[src/atd_pkg.sv]
// ----------------------------------------------------------------------------
// atd_pkg: shared types and constants for the accelerometer tap detector
// Sample and result word layouts, register indexes and register reset values.
// ----------------------------------------------------------------------------
package atd_pkg;

	localparam int unsigned AXIS_W   = 16;
	localparam int unsigned TIME_W   = 32;
	localparam int unsigned JERK_W   = 18;
	localparam int unsigned MS_W     = 16;
	localparam int unsigned CFG_IDX_W  = 8;
	localparam int unsigned CFG_DATA_W = 18;

	// register reset values
	localparam logic              ENABLE_RST    = 1'b1;
	localparam logic [JERK_W-1:0] THRESHOLD_RST = 18'd1200;
	localparam logic [MS_W-1:0]   REFRACT_RST   = 16'd400;
	localparam logic [MS_W-1:0]   SETTLE_RST    = 16'd750;

	// register indexes on the config port
	typedef enum logic [CFG_IDX_W-1:0] {
		CFG_ENABLE     = 8'd0,
		CFG_THRESHOLD  = 8'd1,
		CFG_REFRACTORY = 8'd2,
		CFG_SETTLE     = 8'd3
	} atd_cfg_idx_t;

	// one input word: three axis readings and a timestamp
	typedef struct packed {
		logic signed [AXIS_W-1:0] accel_x;
		logic signed [AXIS_W-1:0] accel_y;
		logic signed [AXIS_W-1:0] accel_z;
		logic [TIME_W-1:0]        time_ms;
	} atd_sample_t;

	// one result word
	typedef struct packed {
		logic              tap;
		logic [JERK_W-1:0] jerk;
	} atd_result_t;

endpackage

[src/accel_tap_detector.sv]
// ----------------------------------------------------------------------------
// accel_tap_detector: jerk-threshold tap detection on a 3-axis sample stream
// Sums absolute per-axis change between samples and flags a tap when the
// sum reaches the threshold while enabled, outside the settle and refractory windows.
// ----------------------------------------------------------------------------
// A sample accepted into the input register moves into the result register once the result side is free.
// Throughput: one sample per cycle unless the result side stalls; one input register feeds
// one result register, and when enabled the detector state updates as each word moves on.
// Reset: config registers take their default values (enabled, threshold 1200,
// refractory 400 ms, settle 750 ms); history and tap state clear at once.
module accel_tap_detector (
	input  logic                              clk,
	input  logic                              arst_n,
	// sample channel
	input  logic                              sample_valid,
	output logic                              sample_stall,
	input  atd_pkg::atd_sample_t              sample,
	// result channel
	output logic                              result_valid,
	input  logic                              result_stall,
	output atd_pkg::atd_result_t              result,
	// config write channel
	input  logic                              cfg_valid,
	output logic                              cfg_ready,
	input  logic [atd_pkg::CFG_IDX_W-1:0]     cfg_index,
	input  logic [atd_pkg::CFG_DATA_W-1:0]    cfg_data
);
	import atd_pkg::*;

	// absolute difference of two signed axis readings; always fits AXIS_W bits
	function automatic logic [AXIS_W-1:0] abs_diff(
		input logic signed [AXIS_W-1:0] a,
		input logic signed [AXIS_W-1:0] b
	);
		logic signed [AXIS_W:0] d;
		logic        [AXIS_W:0] m;
		begin
			d = {a[AXIS_W-1], a} - {b[AXIS_W-1], b};
			m = d[AXIS_W] ? (~d + 1'b1) : d;
			return m[AXIS_W-1:0];
		end
	endfunction

	// config registers
	logic              enable_q;
	logic [JERK_W-1:0] threshold_q;
	logic [MS_W-1:0]   refract_q;
	logic [MS_W-1:0]   settle_q;

	// detector history
	logic signed [AXIS_W-1:0] prev_x_q, prev_y_q, prev_z_q;
	logic                     have_prev_q;
	logic [TIME_W-1:0]        settle_start_q;
	logic [TIME_W-1:0]        last_tap_q;
	logic                     tap_seen_q;

	// input stage and result stage
	atd_sample_t sample_s1;
	logic        valid_s1;
	atd_result_t result_q;
	logic        result_valid_q;

	logic        out_free;
	logic        advance;
	logic        take;

	logic [AXIS_W-1:0] dx, dy, dz;
	logic [JERK_W-1:0] jerk_sum;
	logic [JERK_W-1:0] jerk_c;
	logic [TIME_W-1:0] settle_base;
	logic [TIME_W-1:0] settle_elapsed;
	logic [TIME_W-1:0] since_tap;
	logic              settling;
	logic              blocked;
	logic              tap_c;

	// handshake
	assign out_free     = !result_valid_q || !result_stall;
	assign advance      = valid_s1 && out_free;
	assign take         = sample_valid && !sample_stall;
	assign sample_stall = valid_s1 && !out_free;
	assign cfg_ready    = 1'b1;
	assign result_valid = result_valid_q;
	assign result       = result_q;

	// jerk from the stage-1 sample against the held history
	always_comb begin
		dx       = abs_diff(sample_s1.accel_x, prev_x_q);
		dy       = abs_diff(sample_s1.accel_y, prev_y_q);
		dz       = abs_diff(sample_s1.accel_z, prev_z_q);
		jerk_sum = JERK_W'(dx) + JERK_W'(dy) + JERK_W'(dz);
		jerk_c   = have_prev_q ? jerk_sum : '0;
	end

	// settle and refractory windows, wrap-safe
	always_comb begin
		settle_base    = have_prev_q ? settle_start_q : sample_s1.time_ms;
		settle_elapsed = sample_s1.time_ms - settle_base - TIME_W'(settle_q);
		settling       = settle_elapsed[TIME_W-1];
		since_tap      = sample_s1.time_ms - last_tap_q;
		blocked        = tap_seen_q && (since_tap < TIME_W'(refract_q));
		tap_c          = enable_q && !settling && (jerk_c >= threshold_q) && !blocked;
	end

	// config writes
	always_ff @(posedge clk or negedge arst_n) begin
		if (!arst_n) begin
			enable_q    <= ENABLE_RST;
			threshold_q <= THRESHOLD_RST;
			refract_q   <= REFRACT_RST;
			settle_q    <= SETTLE_RST;
		end else if (cfg_valid && cfg_ready) begin
			unique case (cfg_index)
				CFG_ENABLE:     enable_q    <= cfg_data[0];
				CFG_THRESHOLD:  threshold_q <= cfg_data[JERK_W-1:0];
				CFG_REFRACTORY: refract_q   <= cfg_data[MS_W-1:0];
				CFG_SETTLE:     settle_q    <= cfg_data[MS_W-1:0];
				default: ;
			endcase
		end
	end

	// stage-1 valid and result valid
	always_ff @(posedge clk or negedge arst_n) begin
		if (!arst_n) begin
			valid_s1       <= 1'b0;
			result_valid_q <= 1'b0;
		end else begin
			if (take) begin
				valid_s1 <= 1'b1;
			end else if (advance) begin
				valid_s1 <= 1'b0;
			end
			if (advance) begin
				result_valid_q <= 1'b1;
			end else if (!result_stall) begin
				result_valid_q <= 1'b0;
			end
		end
	end

	// payload registers
	always_ff @(posedge clk) begin
		if (take) begin
			sample_s1 <= sample;
		end
		if (advance) begin
			result_q.tap  <= tap_c;
			result_q.jerk <= enable_q ? jerk_c : '0;
		end
	end

	// history update; a disabled block leaves it untouched
	always_ff @(posedge clk or negedge arst_n) begin
		if (!arst_n) begin
			prev_x_q       <= '0;
			prev_y_q       <= '0;
			prev_z_q       <= '0;
			have_prev_q    <= 1'b0;
			settle_start_q <= '0;
			last_tap_q     <= '0;
			tap_seen_q     <= 1'b0;
		end else if (advance && enable_q) begin
			prev_x_q    <= sample_s1.accel_x;
			prev_y_q    <= sample_s1.accel_y;
			prev_z_q    <= sample_s1.accel_z;
			have_prev_q <= 1'b1;
			if (!have_prev_q) begin
				settle_start_q <= sample_s1.time_ms;
			end
			if (tap_c) begin
				last_tap_q <= sample_s1.time_ms;
				tap_seen_q <= 1'b1;
			end
		end
	end

endmodule

[config.mk]
export PLATFORM = sky130hd
export DESIGN_NAME = accel_tap_detector
export DESIGN_NICKNAME = d
export VERILOG_FILES = /design/src/atd_pkg.sv /design/src/accel_tap_detector.sv
export SDC_FILE = /design/constraint.sdc
export NUM_CORES = 1
export LEC_CHECK = 0
export CAP_MARGIN = 20
export CORE_ASPECT_RATIO = 1.75
export CORE_MARGIN = 5
export CORE_UTILIZATION = 65
export DETAILED_ROUTE_END_ITERATION = 10
export DONT_BUFFER_PORTS = 1
export PLACE_DENSITY = 0.92
export SYNTH_ARGS = -nofsm -noshare
export SYNTH_HDL_FRONTEND = slang
export SYNTH_SLANG_ARGS = --single-unit
[constraint.sdc]
create_clock -name clk -period 11.75 [get_ports clk]
set_input_delay 3.525 -clock clk [delete_from_list [all_inputs] [get_ports clk]]
set_output_delay 3.525 -clock clk [all_outputs]
set_load 0.01 [all_outputs]
# Yosys cells after proc, flatten, opt, wreduce, memory -nomap -nowiden
# Index checks and enable logic that the tools add are counted.
# W data, S select, Z words.
[totals] wordCells=70 regBits=266 in_bits=111 output_inout_bits=22
[op_classes] magnitude_cmp=2 n_mux=9 n_addsub=11 n_bitwise=3 n_reduce_logical=22 n_eq_ne=4
[op_table] op="$sub A32 B32 Y32" n=2
[op_table] op="$sub A16 B16 Y17" n=3
[op_table] op="$add A16 B1 Y16 const B" n=3
[op_table] op="$mux W16" n=3
[op_table] op="$not A16 Y16" n=3
[op_table] op="$lt A32 B16 Y1" n=1
[op_table] op="$mux W32" n=1
[op_table] op="$sub A32 B16 Y32" n=1
[op_table] op="$add A17 B16 Y18" n=1
[op_table] op="$ge A18 B18 Y1" n=1
[op_table] op="$mux W18" n=1
[op_table] op="$add A16 B16 Y17" n=1
[op_table] op="$eq A8 B2 Y1 const B" n=2
[op_table] op="$reduce_and A2 Y1" n=5
[op_table] op="$eq A8 B1 Y1 const B" n=1
[op_table] op="$logic_and A1 B1 Y1" n=8
[op_table] op="$logic_not A8 Y1" n=1
[op_table] op="$logic_not A1 Y1" n=6
[op_table] op="$mux W1" n=4
[op_table] op="$ne A2 B1 Y1 const B" n=1
[op_table] op="$reduce_bool A2 Y1" n=1
[op_table] op="$logic_or A1 B1 Y1" n=1

# Logic depth before layout (Yosys ltp)
[depth] word_depth=11 depth_mapped=37

# Worst setup path after synthesis
# No wires, ideal clock.
[synth_timing] path_kind="reg2reg" startpoint="register sample_s1[32] in the netlist's numbering" endpoint="register last_tap_q[12]" arrival_ns=7.169 setup_slack_ns=4.453 setup_ns=0.128 stages_incl_launch_ff=36 period_less_slack_ns=7.297 cell_sequence="edfxtp_1 inv_1 ha_1 inv_1 fa_1 a21o_1 a21oi_1 o21ai_0 a31o_2 a2111o_1 nand3_1 a21o_1 a31oi_1 clkbuf_1 mux2i_1 fa_1 inv_1 ha_1 inv_1 fa_1 nor2b_1 o21ai_0 a21boi_0 o21a_1 o21ai_0 a211oi_1 o21ai_0 a211oi_1 ha_1 a21o_1 a211o_1 o21a_1 o311a_1 o2111ai_2 buf_6 mux2_1"
[synth_between] elab_chain_len=10
[synth_lines] element="from (decl)" line_no="accel_tap_detector.sv:58" rtl="atd_sample_t sample_s1;"
[synth_lines] element="from (signal assigned)" line_no="accel_tap_detector.sv:145" rtl="sample_s1 <= sample;"
[synth_lines] element="$sub A16 B16 Y17 (*)" line_no="accel_tap_detector.sv:38" rtl="d = {a[AXIS_W-1], a} - {b[AXIS_W-1], b};"
[synth_lines] element="$not A16 Y16" line_no="accel_tap_detector.sv:39" rtl="m = d[AXIS_W] ? (~d + 1'b1) : d;"
[synth_lines] element="$add A16 B1 Y16" line_no="accel_tap_detector.sv:39"
[synth_lines] element="$mux W16 (*)" line_no="accel_tap_detector.sv:39"
[synth_lines] element="$add A17 B16 Y18 (*)" line_no="accel_tap_detector.sv:91" rtl="jerk_sum = JERK_W'(dx) + JERK_W'(dy) + JERK_W'(dz);"
[synth_lines] element="$mux W18 (*)" line_no="accel_tap_detector.sv:92" rtl="jerk_c = have_prev_q ? jerk_sum : '0;"
[synth_lines] element="named net jerk_c[11]" line_no="accel_tap_detector.sv:69" rtl="logic [JERK_W-1:0] jerk_c;"
[synth_lines] element="$ge A18 B18 Y1 (*)" line_no="accel_tap_detector.sv:102" rtl="tap_c = enable_q && !settling && (jerk_c >= threshold_q) && !blocked;"
[synth_lines] element="$logic_and A1 B1 Y1 (*) (2 in series)" line_no="accel_tap_detector.sv:102"
[synth_lines] element="$reduce_and A2 Y1 (no source line) (*)"
[synth_lines] element="to (signal assigned)" line_no="accel_tap_detector.sv:172" rtl="last_tap_q <= sample_s1.time_ms;"
[synth_lines] element="to (decl)" line_no="accel_tap_detector.sv:54" rtl="logic [TIME_W-1:0] last_tap_q;"
# Mark *: on every way through the listed nets, which the timed path passes. The rest lies on a longest branch.
# A chain may end at the register's enable or synchronous reset.

# Worst setup path in the final report
[layout_timing] startpoint="register sample_s1[48] in the netlist's numbering" endpoint="register last_tap_q[0]"
[layout_between] elab_chain_len=11
[layout_lines] element="$sub A16 B16 Y17 (*)" line_no="accel_tap_detector.sv:38"
[layout_lines] element="$not A16 Y16" line_no="accel_tap_detector.sv:39"
[layout_lines] element="$add A16 B1 Y16" line_no="accel_tap_detector.sv:39"
[layout_lines] element="$mux W16 (*)" line_no="accel_tap_detector.sv:39"
[layout_lines] element="$add A16 B16 Y17 (*)" line_no="accel_tap_detector.sv:91"
[layout_lines] element="$add A17 B16 Y18 (*)" line_no="accel_tap_detector.sv:91"
[layout_lines] element="$mux W18 (*)" line_no="accel_tap_detector.sv:92"
[layout_lines] element="named net jerk_c[11]" line_no="accel_tap_detector.sv:69"
[layout_lines] element="$ge A18 B18 Y1 (*)" line_no="accel_tap_detector.sv:102"
[layout_lines] element="$logic_and A1 B1 Y1 (*) (2 in series)" line_no="accel_tap_detector.sv:102"
[layout_lines] element="$reduce_and A2 Y1 (no source line) (*)"
# Marks and branches as above.

==> key figures <==
Critical path
  – Critical Path RT: 12.18 ns
  – Total stage count of the critical path: 34
  – Crit path from: sample_s1[48]$_DFFE_PP_
  – Worst reg2reg path depth: 34
  – CP endpoint: last_tap_q[0]$_DFFE_PN0P_
  – CP Max Fanout: 33
  – Crit. End Element: register
  – Reg-to-reg slack, setup: between 3 and 4 ns
  – Worst r2r src: sample_s1[48]$_DFFE_PP_
  – Critical Path Most Common Cell: o21ai_0
  – Max incr delay on CP: approximately 0.53 ns
  – Worst setup SP type: register
  – Critical path class: reg -> reg
  – Critical path arrival: ~8.6 ns
  – Reg2reg end: last_tap_q[0]$_DFFE_PN0P_
  – Slowest CP cell: o22ai_1
  – WP buf/inv: 4
  – Worst path top cell family by delay: compound AO/OA/AOI/OAI gates

Synth
  – Ys Warns: 0
  – #FFs+latches synth: between 200 and 300
  – Synth Area in Compound Gates: about an eighth
  – Mapped Avg Cell Area: 10.09 sq um
  – Syn nets: 2129
  – Largest family of logic cells by synthesized area: adder cells
  – Post-synthesis mux area share: around 9.7%
  – Synth Instances: 1806
  – Post-synthesis adder-cell area fraction: roughly 16%
  – Post-synth EDFFs: slightly below 100
  – Ys flop type: dfrtp_1
  – Post-synthesis simple-gate area fraction: between 10 and 15%
  – Post-Synth XOR/XNOR Area: 5.237%
  – Seq/Total Area, Yosys: 39.34%
  – Synth Cell Area: 18230 sq um
  – Synth cell types: 76
  – Async S/R FF share, synth: around 63%

Global route
  – Largest net degree at the start of global routing: 168
  – Layer with the highest usage: met2
  – GRT met1 Usage: 27.23%
  – First-pass GRT wire length: between 60 and 70 mm
  – Total gr overflow: 0
  – Vias in the first global route: 14014
  – Total GRT Usage: 26.63%
  – GR met3 Demand/Resource: under 10%
  – Initial antenna violation count: 2
  – Global-route met2 utilization: 50.63%

Layout
  – Area grow syn2layout: 6.781%
  – Fin nets: 2122
  – Most common cell after layout, fill and taps aside: inv_1
  – Fin area: 19460 sq um
  – Commonest cells after routing, fill and taps aside: inv_1 (238), ha_1 (177), dfrtp_1 (151)
  – Share of cells above drive strength 1: between 10% and 20%

Pwr
  – Maximum vdd drop: ~310 uV
  – Power Density: 325.4 nW/um^2
  – Leakage: between 8 and 9 nW

Routing
  – DR DRC count: 0
  – DR vias/cell: roughly 6
  – DRT Wirelength: roughly 42 mm
  – DR pass1 iterations: 8
  – Vias: about 13000
  – Post-route ant nets: 0
  – Iteration-0 DRC Markers: roughly 700
  – Wire length per cell: about 19 um

Status
  – Status: complete, no violations

Timing
  – TNS Setup: 0 ns
  – RSZ-0062 raised after global routing: false
  – Period utilization: 69.66%
  – Min Tclk post-route: 8.185 ns
  – Worst clock skew: 0.02222 ns
  – Final hold vios: 0
  – Slew @ Worst Pin: around 1.1 ns
  – Slew headroom: between 20% and 30%
  – Peak Freq: approximately 0.12 GHz
  – Endpoints failing setup: 0
  – Hold_ws: 0.4854 ns
  – Max Slew Vio Count: 0

CTS
  – TritonCTS buffer count: 26
  – Worst-skew pair later-pin latency: 0.55 ns
  – CTS clock-pin slew for the worst setup and hold paths: ~0.07 ns
  – H-tree Lvls: 1
  – CTS Buffer Depth: 3
  – CTS Root Cell: clkbuf_16
  – # resized after CTS: 0
  – CTS tree: built
  – Total setup buffers inserted after CTS: 0
  – Post-CTS Hold Buffers: 0
  – Clock sinks: approximately 270

Die
  – Initial Utilization: between 60% and 70%
  – Die area: about 32000 sq um
  – Die width: approximately 140 um
  – Die height: approximately 230 um
  – I/O pins: 133
  – Site row count: 81
  – Core Footprint: roughly 28000 sq um

Place
  – Dpl hpwl: approximately 32 mm
  – Gp weighted congestion: between 0.9 and 1
  – Buffers added on ports: 0
  – Post-Place Cell Area: between 15000 and 20000 sq um

Flow run
  – Max_cap viols: 0

Hold path
  – Hold crit path type: reg -> reg
  – Hold Path Cell Cnt: 1
[through the flow]
step,std cells,power [mW],utilization [%],setup slack (ns)
after global placement,2144,5.159,66.70,3.886
after detailed placement,2144,5.401,66.70,3.652
after floorplan,1806,4.523,-,4.453
final,2193,6.333,69.84,3.565
after CTS,2192,6.329,69.83,3.596
after global routing,2193,6.981,69.84,2.937
[per-layer routing]
metal  vias up  share of wire, %
li1       6304                 -
met5         -             0.031
met2       332                55
met4         2               5.8
met1      6358                35
met3       145               4.3
[where the power goes]
| group | internal (mW) | total (mW) | switching (mW) | leakage [nW] |
|---|---|---|---|---|
| sequential | 1.07 | 1.13 | 0.0615 | 3.10 |
| clock | 0.484 | 0.851 | 0.366 | 0.427 |
| combinational | 1.95 | 4.36 | 2.41 | 5.37 |
| total | 3.50 | 6.33 | 2.83 | 8.90 |
[worst min-delay path by stage]
stage | from | to | slack [ns]
floorplan | tap_seen_q$_DFFE_PN0P_ | tap_seen_q$_DFFE_PN0P_ | 0.43
global placement | tap_seen_q$_DFFE_PN0P_ | tap_seen_q$_DFFE_PN0P_ | 0.44
detailed placement | tap_seen_q$_DFFE_PN0P_ | tap_seen_q$_DFFE_PN0P_ | 0.47
CTS | tap_seen_q$_DFFE_PN0P_ | tap_seen_q$_DFFE_PN0P_ | 0.48
global route | tap_seen_q$_DFFE_PN0P_ | tap_seen_q$_DFFE_PN0P_ | 0.49
finish | tap_seen_q$_DFFE_PN0P_ | tap_seen_q$_DFFE_PN0P_ | 0.49
[sequential cells by signal, summed over array words and instances (netlist names)]
name            cells
enable_q            1
have_prev_q         1
last_tap_q         32
prev_x_q           16
prev_y_q           16
prev_z_q           16
refract_q          16
result             19
result_valid        1
sample_s1          80
settle_q           16
settle_start_q     32
tap_seen_q          1
threshold_q        18
valid_s1            1
[cell usage after synthesis, types with 6 or more instances]
cell type	number	area share [%]
a211o_1	8	0.38
a211oi_1	15	0.62
a21o_1	32	1.3
a21oi_1	93	2.6
a31oi_1	17	0.58
and2_1	24	0.82
and3_1	26	0.89
clkbuf_1	36	0.74
dfrtp_1	152	21
dfstp_2	15	2.2
edfxtp_1	99	16
fa_1	35	3.8
ha_1	177	12
inv_1	238	4.9
mux2_1	14	0.86
mux2_2	116	7.2
mux2i_1	31	1.7
nand2_1	110	2.3
nand2b_1	12	0.41
nand3_1	24	0.66
nand4_1	19	0.65
nor2_1	105	2.2
nor2b_1	20	0.69
nor3_1	29	0.80
nor4_1	10	0.34
o211ai_1	9	0.37
o21a_1	19	0.78
o21ai_0	88	2.4
o21ai_1	8	0.22
o21bai_1	11	0.45
o31a_1	7	0.34
o31ai_1	6	0.25
or2_2	11	0.38
or3_1	9	0.31
xnor2_1	58	2.8
xor2_1	51	2.5
[kinds of logic (layout without fill, tap and decap cells)]
family,after synthesis,count (layout)
AND/OR/NAND/NOR,417,417
AO/OA/AOI/OAI,359,359
buffers and inverters,281,294
flip-flops,266,266
adder cells (fa/ha/maj),212,212
multiplexers,161,161
XOR/XNOR,109,109
other,1,2
[area by class of cell]
class,instances,area (sq um)
Clock inverter,10,93.84
Tap cell,373,466.7
Fill cell,1975,8406
Inverter,239,897.1
Timing Repair Buffer,7,52.55
Sequential cell,266,7172
Multi-Input combinational cell,1259,10000
Antenna cell,1,2.502
Clock buffer,38,778.2
Note: power is estimated with default switching activity, not from simulation.
